==> src/rtl/depth_sorted_draw_queue_macros.svh <==
// Assertion macros shared by the depth-sorted draw queue RTL.
// Depends on nothing; included by depth_sorted_draw_queue, the module that carries the assertions.
`ifndef DEPTH_SORTED_DRAW_QUEUE_MACROS_SVH
`define DEPTH_SORTED_DRAW_QUEUE_MACROS_SVH

// Same-cycle implication, disabled while reset is asserted.
`define DSDQ_ASSERT_NOW(lbl, clk, rst_n, ante, cons, msg) \
    lbl: assert property (@(posedge clk) disable iff (!(rst_n)) (ante) |-> (cons)) \
        else $error(msg);

// Next-cycle implication, disabled while reset is asserted.
`define DSDQ_ASSERT_NEXT(lbl, clk, rst_n, ante, cons, msg) \
    lbl: assert property (@(posedge clk) disable iff (!(rst_n)) (ante) |=> (cons)) \
        else $error(msg);

`endif

==> src/rtl/dsdq_pkg.sv <==
// Types and codes shared by the depth-sorted draw queue.
// Used by dsdq_cell and depth_sorted_draw_queue; depends on nothing.
package dsdq_pkg;

    localparam int HandleWidth = 16;
    localparam int DepthWidth  = 16;

    // Action codes carried on the input tuser.
    localparam logic ACTION_INSERT = 1'b0;
    localparam logic ACTION_DRAIN  = 1'b1;

    typedef enum logic [1:0] {
        KIND_ACCEPTED = 2'd0,
        KIND_REJECTED = 2'd1,
        KIND_DRAINED  = 2'd2,
        KIND_EMPTY    = 2'd3
    } result_kind_t;

    typedef enum logic {
        ST_IDLE  = 1'b0,
        ST_DRAIN = 1'b1
    } state_t;

    // One stored entry of the list.
    typedef struct packed {
        logic                         valid;
        logic [HandleWidth-1:0]       handle;
        logic signed [DepthWidth-1:0] depth;
    } entry_t;

    // Command broadcast to every cell of the row.
    typedef struct packed {
        logic insert;   // place the new entry, shifting larger depths up
        logic shift;    // move every entry one cell towards the head
    } cell_ctrl_t;

endpackage

==> src/rtl/dsdq_cell.sv <==
// One cell of the sorted row: holds a single entry and trades it with its neighbours.
// Depends on dsdq_pkg.
module dsdq_cell (
    input  logic                 aclk,
    input  logic                 aresetn,
    input  dsdq_pkg::cell_ctrl_t ctrl,
    input  dsdq_pkg::entry_t     new_entry,   // entry being inserted
    input  dsdq_pkg::entry_t     left_entry,  // neighbour nearer the head
    input  logic                 left_place,  // new entry belongs at or before the left cell
    input  dsdq_pkg::entry_t     right_entry, // neighbour nearer the tail
    output dsdq_pkg::entry_t     cur_entry,
    output logic                 place
);
    import dsdq_pkg::*;

    logic                         valid_reg;
    logic                         valid_next;
    logic [HandleWidth-1:0]       handle_reg;
    logic [HandleWidth-1:0]       handle_next;
    logic signed [DepthWidth-1:0] depth_reg;
    logic signed [DepthWidth-1:0] depth_next;

    // The new entry goes here or earlier when this cell is empty or holds a deeper sprite.
    assign place = !valid_reg || ($signed(depth_reg) > $signed(new_entry.depth));

    assign cur_entry.valid  = valid_reg;
    assign cur_entry.handle = handle_reg;
    assign cur_entry.depth  = depth_reg;

    // Choose what the cell holds next: keep, take the left neighbour, the new entry or the right one.
    always_comb begin
        valid_next  = valid_reg;
        handle_next = handle_reg;
        depth_next  = depth_reg;
        if (ctrl.shift) begin
            valid_next  = right_entry.valid;
            handle_next = right_entry.handle;
            depth_next  = right_entry.depth;
        end else if (ctrl.insert && place) begin
            if (left_place) begin
                valid_next  = left_entry.valid;
                handle_next = left_entry.handle;
                depth_next  = left_entry.depth;
            end else begin
                valid_next  = 1'b1;
                handle_next = new_entry.handle;
                depth_next  = new_entry.depth;
            end
        end
    end

    always_ff @(posedge aclk) begin
        if (!aresetn) begin
            valid_reg <= 1'b0;
        end else begin
            valid_reg <= valid_next;
        end
    end

    always_ff @(posedge aclk) begin
        handle_reg <= handle_next;
        depth_reg  <= depth_next;
    end

endmodule

==> src/rtl/depth_sorted_draw_queue.sv <==
// Top level of the depth-sorted draw queue: a row of compare-and-shift cells and an output register.
// Depends on dsdq_pkg, dsdq_cell and depth_sorted_draw_queue_macros.svh.
//
//  Channel | Ports                  | tdata (low bit up)         | tuser        | tlast
//  --------+------------------------+----------------------------+--------------+--------
//  input   | s_tvalid/tready/data   | sprite_handle, depth_key   | action       | -
//  result  | m_tvalid/tready/data   | drawn_handle, drawn_depth  | result_kind  | is_last
//
// On an insert every cell compares its depth with the new key in parallel and the row shifts
// up behind the insertion point, so inserts run at one per cycle while the result channel
// keeps up.
// On a drain the row shifts one cell towards the head per result, and the output register
// takes one entry per cycle while the result channel accepts.
// Reset empties the list at once; entry payloads are not cleared.
// A stalled result channel holds the output register and stops both acceptance and draining.
module depth_sorted_draw_queue #(
    parameter int CAPACITY = 32
) (
    input  logic        aclk,
    input  logic        aresetn,
    input  logic        s_tvalid,
    output logic        s_tready,
    input  logic [31:0] s_tdata,   // [15:0] sprite_handle, [31:16] depth_key
    input  logic        s_tuser,   // [0] action
    output logic        m_tvalid,
    input  logic        m_tready,
    output logic [31:0] m_tdata,   // [15:0] drawn_handle, [31:16] drawn_depth
    output logic [1:0]  m_tuser,   // [1:0] result_kind
    output logic        m_tlast    // is_last
);
    import dsdq_pkg::*;

    `include "depth_sorted_draw_queue_macros.svh"

    state_t       state_reg;
    state_t       state_next;
    logic         out_valid_reg;
    logic         out_valid_next;
    result_kind_t out_kind_reg;
    result_kind_t out_kind_next;
    entry_t       out_entry_reg;
    entry_t       out_entry_next;
    logic         out_last_reg;
    logic         out_last_next;

    entry_t              entries [CAPACITY];
    logic [CAPACITY-1:0] place_vec;
    logic [CAPACITY-1:0] valid_vec;
    entry_t              new_entry;
    cell_ctrl_t          ctrl;
    logic                out_free;
    logic                in_xfer;
    logic                full;

    assign new_entry.valid  = 1'b1;
    assign new_entry.handle = s_tdata[15:0];
    assign new_entry.depth  = $signed(s_tdata[31:16]);

    assign out_free = !out_valid_reg || m_tready;
    assign s_tready = (state_reg == ST_IDLE) && out_free;
    assign in_xfer  = s_tvalid && s_tready;
    assign full     = valid_vec[CAPACITY-1];

    // Row of cells; the head cell is index 0.
    for (genvar i = 0; i < CAPACITY; i++) begin : g_cell
        entry_t left_e;
        entry_t right_e;
        logic   left_p;

        if (i == 0) begin : g_head
            assign left_e = '0;
            assign left_p = 1'b0;
        end else begin : g_mid
            assign left_e = entries[i-1];
            assign left_p = place_vec[i-1];
        end

        if (i == CAPACITY - 1) begin : g_tail
            assign right_e = '0;
        end else begin : g_body
            assign right_e = entries[i+1];
        end

        dsdq_cell u_cell (
            .aclk        (aclk),
            .aresetn     (aresetn),
            .ctrl        (ctrl),
            .new_entry   (new_entry),
            .left_entry  (left_e),
            .left_place  (left_p),
            .right_entry (right_e),
            .cur_entry   (entries[i]),
            .place       (place_vec[i])
        );

        assign valid_vec[i] = entries[i].valid;
    end

    // Sequencer: decides the row command and loads the output register.
    always_comb begin
        state_next     = state_reg;
        ctrl           = '0;
        out_valid_next = out_valid_reg && !m_tready;
        out_kind_next  = out_kind_reg;
        out_entry_next = out_entry_reg;
        out_last_next  = out_last_reg;

        case (state_reg)
            ST_IDLE: begin
                if (in_xfer) begin
                    out_valid_next = 1'b1;
                    out_entry_next = '0;
                    out_last_next  = 1'b1;
                    if (s_tuser == ACTION_INSERT) begin
                        if (full) begin
                            out_kind_next = KIND_REJECTED;
                        end else begin
                            out_kind_next = KIND_ACCEPTED;
                            ctrl.insert   = 1'b1;
                        end
                    end else if (!valid_vec[0]) begin
                        out_kind_next = KIND_EMPTY;
                    end else begin
                        out_kind_next  = KIND_DRAINED;
                        out_entry_next = entries[0];
                        out_last_next  = !valid_vec[1];
                        ctrl.shift     = 1'b1;
                        if (valid_vec[1]) begin
                            state_next = ST_DRAIN;
                        end
                    end
                end
            end
            ST_DRAIN: begin
                if (out_free) begin
                    out_valid_next = 1'b1;
                    out_kind_next  = KIND_DRAINED;
                    out_entry_next = entries[0];
                    out_last_next  = !valid_vec[1];
                    ctrl.shift     = 1'b1;
                    if (!valid_vec[1]) begin
                        state_next = ST_IDLE;
                    end
                end
            end
            default: begin
                state_next = ST_IDLE;
            end
        endcase
    end

    always_ff @(posedge aclk) begin
        if (!aresetn) begin
            state_reg     <= ST_IDLE;
            out_valid_reg <= 1'b0;
        end else begin
            state_reg     <= state_next;
            out_valid_reg <= out_valid_next;
        end
    end

    always_ff @(posedge aclk) begin
        out_kind_reg  <= out_kind_next;
        out_entry_reg <= out_entry_next;
        out_last_reg  <= out_last_next;
    end

    assign m_tvalid        = out_valid_reg;
    assign m_tuser         = out_kind_reg;
    assign m_tdata[15:0]   = out_entry_reg.handle;
    assign m_tdata[31:16]  = out_entry_reg.depth;
    assign m_tlast         = out_last_reg;

    // The row stays packed towards the head.
    `DSDQ_ASSERT_NOW(a_row_packed, aclk, aresetn, 1'b1,
        ((valid_vec >> 1) & ~valid_vec) == '0, "gap in the cell row")
    // A drain in progress always has an entry at the head.
    `DSDQ_ASSERT_NOW(a_drain_nonempty, aclk, aresetn, state_reg == ST_DRAIN,
        valid_vec[0], "drain running on an empty row")
    // A rejected insert leaves the row untouched.
    `DSDQ_ASSERT_NEXT(a_reject_stable, aclk, aresetn,
        in_xfer && s_tuser == ACTION_INSERT && full,
        $stable(valid_vec), "rejected insert changed the row")
    // Only drained entries may be followed by more results of the same item.
    `DSDQ_ASSERT_NOW(a_single_last, aclk, aresetn,
        m_tvalid && m_tuser != KIND_DRAINED, m_tlast, "single result not marked last")
    // An accepted insert adds exactly one entry.
    `DSDQ_ASSERT_NEXT(a_insert_grows, aclk, aresetn,
        in_xfer && s_tuser == ACTION_INSERT && !full,
        $countones(valid_vec) == $countones($past(valid_vec)) + 1,
        "insert did not add one entry")

endmodule

==> config.mk <==
export PLATFORM = sky130hd
export DESIGN_NAME = depth_sorted_draw_queue
export DESIGN_NICKNAME = d
export VERILOG_FILES = /design/src/rtl/dsdq_pkg.sv /design/src/rtl/dsdq_cell.sv /design/src/rtl/depth_sorted_draw_queue.sv
export VERILOG_INCLUDE_DIRS = /design/src /design/src/rtl
export SDC_FILE = /design/constraint.sdc
export NUM_CORES = 2
export LEC_CHECK = 0
export BUFFER_PORTS_ARGS = -buffer_cell sky130_fd_sc_hd__buf_2
export CAP_MARGIN = 20
export CORE_MARGIN = 3
export CORE_UTILIZATION = 55
export CTS_CLUSTER_SIZE = 8
export DETAILED_ROUTE_END_ITERATION = 8
export GPL_TIMING_DRIVEN = 0
export PLACE_DENSITY = 0.8
export RECOVER_POWER = 25
export SLEW_MARGIN = 30
export SYNTH_ARGS = -nofsm -noshare
export SYNTH_HDL_FRONTEND = slang
export SYNTH_SLANG_ARGS = --single-unit
==> constraint.sdc <==
create_clock -name aclk -period 8.65 [get_ports aclk]
set_input_delay 0.865 -clock aclk [delete_from_list [all_inputs] [get_ports aclk]]
set_output_delay 0.865 -clock aclk [all_outputs]
set_load 0.01 [all_outputs]
-- Word-level counts from Yosys, hierarchy flattened
Cells that the tools add are included.
- input port bits: 37
- output and inout bits: 37
- logic and storage cells: 585
- register bits after elaboration: 1093
- equal/unequal tests: 2
- order comparisons: 32
- reduce and logical (&&, ||, !) cells: 135
- mux-type cells: 312
- bitwise operators: 2
- operators by type and width (operator ; number):
    16-bit two-way mux ; 186
    16-bit greater-than comparator ; 32
    32-bit two-way mux ; 4
    1-bit two-way mux ; 112
    32-bit one-hot mux with 2 select lines ; 1
    2-bit nonzero test ; 31
    1-bit logical AND ; 35
    1-bit zero test ; 34
    1-bit logical OR ; 33
    2-bit two-way mux ; 4
    1-bit one-hot mux with 2 select lines ; 4
    2-bit one-hot mux with 2 select lines ; 1
    2-bit by 1-bit != test with 1-bit output, second input constant ; 1
    2-bit != test, second input constant ; 1
    1-bit inverter ; 2
    2-bit AND reduction ; 1
    2-bit OR reduction ; 1

-- Depth between registers and ports, before layout
- depth after elaboration: 9
- gate-level depth with buffers: 12
- mapped depth without buffers: 9

-- Cells and area by module
From an unflattened synthesis, not the netlist that was laid out.
- cells, all modules: 6720
- area total of the unflattened synthesis: 69031.2 um^2
- modules (own cells, without submodules) (module ; area an instance (um^2) ; cells each ; instances ; sequential area each (um^2)):
    dsdq_cell at g_cell[0].u_cell ... ; 2092.0 ; 205 ; 18 ; 980.9
    dsdq_cell at g_cell[26].u_cell ... ; 2137.0 ; 210 ; 14 ; 980.9
    depth_sorted_draw_queue ; 1456.4 ; 90 ; 1 ; 1091.0

-- Worst setup path before layout
OpenSTA, ideal clock, no wires.
- kind: input-to-reg
- start point: input port s_tdata[31]
- end point: register g_cell[0].u_cell.depth_reg[0], enable pin
- cell stages on the path: 10
- arrival: 5.650 ns
- required time: 8.184 ns
- setup slack: 2.535 ns
- library setup time: 0.466 ns
- path buffers: 2
- cell sequence: clkbuf_1 -> inv_1 -> ha_1 -> nand4_1 -> or4_1 -> a21oi_1 -> or4_4 -> a31oi_4 -> buf_8 -> o21ai_0
- word-level cells in the longest chain between the ends: 4
- ends and longest elaborated chain (item ; line ; text):
    start, declared ; depth_sorted_draw_queue.sv:23 ; input logic [31:0] s_tdata,
    16-bit greater-than comparator ; dsdq_cell.sv:24 ; assign place = !valid_reg || ($signed(depth_reg) > $signed(new_entry.depth));
    1-bit logical OR ; dsdq_cell.sv:24 ;
    1-bit logical AND ; dsdq_cell.sv:39 ; end else if (ctrl.insert && place) begin
    2-bit nonzero test (no line) ; n/a ;
    end signal, assigned ; dsdq_cell.sv:62 ; depth_reg <= depth_next;
    end, declared ; dsdq_cell.sv:20 ; logic signed [DepthWidth-1:0] depth_reg;
Every way passes these cells.
A chain may end at the register's enable or synchronous reset.

-- Final worst setup path
- start point: input port s_tdata[29]
- end point: register g_cell[25].u_cell.depth_reg[10], data pin
- word-level cells in the longest chain between the ends: 5
- ends and longest elaborated chain (item ; line ; text):
    16-bit greater-than comparator ; dsdq_cell.sv:24 ;
    1-bit logical OR ; dsdq_cell.sv:24 ;
    16-bit two-way mux ; dsdq_cell.sv:40 ; if (left_place) begin
    16-bit two-way mux ; dsdq_cell.sv:39 ;
    16-bit two-way mux ; dsdq_cell.sv:35 ; if (ctrl.shift) begin
    net g_cell[25].u_cell.depth_next[10] ; dsdq_cell.sv:21 ; logic signed [DepthWidth-1:0] depth_next;
    end signal, assigned ; dsdq_cell.sv:62 ;
    end, declared ; dsdq_cell.sv:20 ;
The timed path passes the listed nets, and every way through them passes these cells. The select of a mux whose other input is x is not followed.

==> metrics.yaml <==
clocking:
  cts_hold_buf: 0
  clock_path_buffers: 3
  cts_root_buffer: "clkbuf_16"
  numCtsBuffers: 155
  tritoncts: "built"
  clk_pin_slew_ns: 0.06
  cts.sinks: 1093
  htreeDepth: 4
  clkLatencyLatePin_ns: 0.79
  cts-resized-gates: 0
  post-cts-setup-buffer-count: 0
synthesis:
  ys_seq_elements: 1093
  netlist-cell-type-count: 65
  seq_area_frac_synth: 0.4887
  postSynthCellCount: 6427
  postSynthAreaPerCell_um2: 10.24
  ys_async_sr_fraction: 0
  synthMuxAreaShare: 0.07316
  synth_ff_type: "edfxtp_1"
  syn-num-nets: 6960
  synthAdderAreaFrac: 0.09430
  synth_top_family_by_area: "compound AO/OA/AOI/OAI gates"
  yosys.area_share.xor_xnor: 0
  synth.top_cells.by_area: "edfxtp_1, ha_1, mux2i_1"
  synth_edf_count: 1027
  yosys.area.top_type_share: 0.4686
  syn_area_um2: 65810
  synth-simple-area-share: 0.1432
  synth_compound_area_frac: 0.1562
  yosysTopAreaCell: "edfxtp_1"
  ys.warnings.count: 0
job:
  cap_violations: 10
die:
  core-area_um2: 118400
  io_pins: 74
  num_rows: 126
  die_w_um: 351.9
  die_area_um2: 123800
  start_util: 0.5559
  dieHeight_um: 351.9
critical_path:
  critPathMaxFanout: 17
  path_class: "primary input to flop"
  worstPathCellList: "clkbuf_1, clkbuf_1, inv_4, buf_12, ha_1, and4_1, nand4_1, a21o_1, and4_1, o31ai_1, buf_6, mux2i_1, a21oi_1"
  cp-end-kind: "flop"
  cp_data_arrival_time_ns: 7.60
  rrSetupSlack_ns: 2.96
  path_buf_inv: 5
  crit_end: "g_cell[25].u_cell.depth_reg[10]"
  slowest_stage: "o31ai_1"
  cp_top_family: "buffers and inverters"
  rr_endpoint: "g_cell[9].u_cell.handle_reg[9]"
  startpoint_type: "primary input"
  max_stage_delay_ns: 1.76
  crit_cells: 13
  crit_path_start: "s_tdata[29]"
  r2r_cells: 7
  r2r_start: "g_cell[0].u_cell.valid_reg"
  cp.required_ns: 9.14
detailed_routing:
  vias: 60330
  drt_pre_antenna_iters: 9
  initialDrtViolationCount: 11020
  wirelength_um: 293200
  drt-wirelength-per-cell_um: 34.76
  via_per_inst: 7.154
  drc: 0
  ant_nets: 0
sta:
  slew_headroom: -0.5976
  drv_slew: 97
  period_needed_ns: 7.107
  hold_violations: 0
  rsz0062_at_grt: "false"
  tightest_slew_ns: 2.371
  period_share: 0.8216
  final-setup-viol-count: 0
  fin_skew_ns: 0.02867
  fin_hold_ws_ns: 0.3767
  fmax_ghz: 0.1407
grt:
  grtUsageTotal: 0.4582
  grt_pass1_vias: 57730
  grt_overflow: 0
  antenna_found_initial: 23
  grt_pass1_wl_um: 407800
  grt_max_degree: 33
placement:
  gp_congestion: 1.076
  hpwl_um: 222000
  port_buffers: 72
  dp.cells: 8142
pwr:
  leakage_nw: 27.92
  ir_drop_v: 0.0002060
  p_per_area_nw_per_um2: 204.3
  power.total_w: 0.01506
outcome:
  status: "complete, but fails checks"
  violations: "max-capacitance violations, max-slew violations"
cells_and_area:
  drive_gt1_frac: 0.07037
  instances_no_fill: 8433
  fill_cells: 9683
  area_growth_pct: 12.02
  nets: 7233
min_path:
  min_path_cells: 2
  hold_path.class: "primary input to flop"
placed cells by master (no fill, tap or decap), types with 11 or more instances in the layout:
cell / Yosys / final
a211o_1: 12 / 12
a211oi_1: 55 / 55
a21bo_1: 0 / 11
a21o_1: 58 / 56
a21oi_1: 683 / 683
a221oi_1: 66 / 66
a2bb2oi_1: 13 / 13
and2_1: 14 / 13
and3_1: 12 / 12
and4_1: 44 / 44
buf_12: 0 / 16
buf_16: 0 / 24
buf_2: 92 / 104
buf_6: 38 / 28
clkbuf_1: 362 / 490
clkbuf_16: 0 / 158
clkbuf_2: 0 / 58
dfxtp_1: 66 / 66
diode_2: 0 / 26
edfxtp_1: 1027 / 1027
ha_1: 496 / 496
inv_1: 110 / 95
inv_4: 0 / 15
mux2i_1: 481 / 481
nand2_1: 678 / 661
nand2_2: 0 / 15
nand2b_1: 24 / 24
nand3_1: 404 / 404
nand4_1: 81 / 81
nor2_1: 685 / 685
nor2b_1: 69 / 69
nor3_1: 52 / 52
nor4_1: 30 / 30
o211ai_1: 390 / 390
o21a_1: 29 / 29
o21ai_0: 123 / 129
o21ai_1: 30 / 20
o221ai_1: 45 / 45
o31ai_1: 21 / 24
report_power, final:
part / internal (W) / leakage [nW] / switching (W)
registers: 0.00637 / 10.2 / 0.000420
clock network: 0.00342 / 2.16 / 0.00250
logic: 0.000778 / 15.6 / 0.00157
total: 0.0106 / 27.9 / 0.00449
final cells by class:
class	instances	area (um2)	area share
multi-input combinational	4696	30790	0.4176
timing repair buffer	116	1344	0.01823
inverter	110	450.4	0.006110
clock buffer	252	4307	0.05842
clock inverter	12	209.0	0.002834
antenna	26	65.06	0.0008825
sequential	1093	32160	0.4362
buffer	528	2399	0.03254
tap	1600	2002	0.02715
per-stage QoR:
| step | setup WS (ns) | instance area (um2) | setup TNS (ns) | utilization |
|---|---|---|---|---|
| 2_1_floorplan | 2.535 | 65810 | 0 | - |
| 3_3_place_gp | -2.238 | 68180 | -860.67 | 0.5758 |
| 3_5_place_dp | 2.775 | 69520 | 0 | 0.5872 |
| 4_1_cts | 3.544 | 74030 | 0 | 0.6253 |
| 5_1_grt | 1.756 | 73670 | 0 | 0.6223 |
| 6_report | 1.543 | 73720 | 0 | 0.6227 |
cell families (layout without fill, tap and decap cells):
group,count (synthesis),count (layout)
and+or+nand+nor,2119,2119
adders and majority gates,496,496
muxes,481,481
AOI/OAI and AO/OA,1600,1600
other,0,26
buffers and inverters,638,1018
DFF,1093,1093
layer usage:
| metal | GRT usage | share of wire | vias up |
|---|---|---|---|
| li1 | - | - | 24800 |
| met1 | 0.5675 | 0.35 | 28670 |
| met2 | 0.6322 | 0.40 | 5451 |
| met3 | 0.1756 | 0.15 | 1380 |
| met4 | 0.3703 | 0.10 | 26 |
| met5 | 0.02462 | 0.0020 | - |
Yosys cell counts, types with 5 or more instances:
cell type  instances
o211a_1            5
edfxtp_1        1027
a2bb2oi_1         13
a221o_1            7
o21a_1            29
a221oi_1          66
or2_2              7
nor2b_1           69
buf_6             38
clkbuf_1         362
a21oi_1          683
mux2i_1          481
nand2_1          678
a211o_1           12
buf_1              7
a21o_1            58
nand2b_1          24
nand4_1           81
o21ai_1           30
a211oi_1          55
and4_1            44
buf_2             92
and2_1            14
a2111oi_2          5
buf_4             17
and3_1            12
o21ai_0          123
nor2_1           685
nor3_1            52
inv_1            110
nand3_1          404
clkbuf_4           9
o21bai_1           5
ha_1             496
a21bo_2           12
dfxtp_1           66
o211ai_1         390
a31oi_1            5
o31ai_1           21
o221ai_1          45
o221a_2            6
nor4_1            30
nor3b_1            9
worst min path at each step:
stage / start / endpoint / slack [ns]
after floorplan: g_cell[10].u_cell.valid_reg / g_cell[10].u_cell.valid_reg / 0.45
after global placement: g_cell[8].u_cell.valid_reg / g_cell[8].u_cell.valid_reg / 0.48
after detailed placement: g_cell[8].u_cell.valid_reg / g_cell[8].u_cell.valid_reg / 0.48
after CTS: s_tvalid / m_tvalid / 0.36
after global routing: s_tvalid / m_tvalid / 0.38
final: s_tvalid / m_tvalid / 0.38
Note: power is estimated with default switching activity, not from simulation.
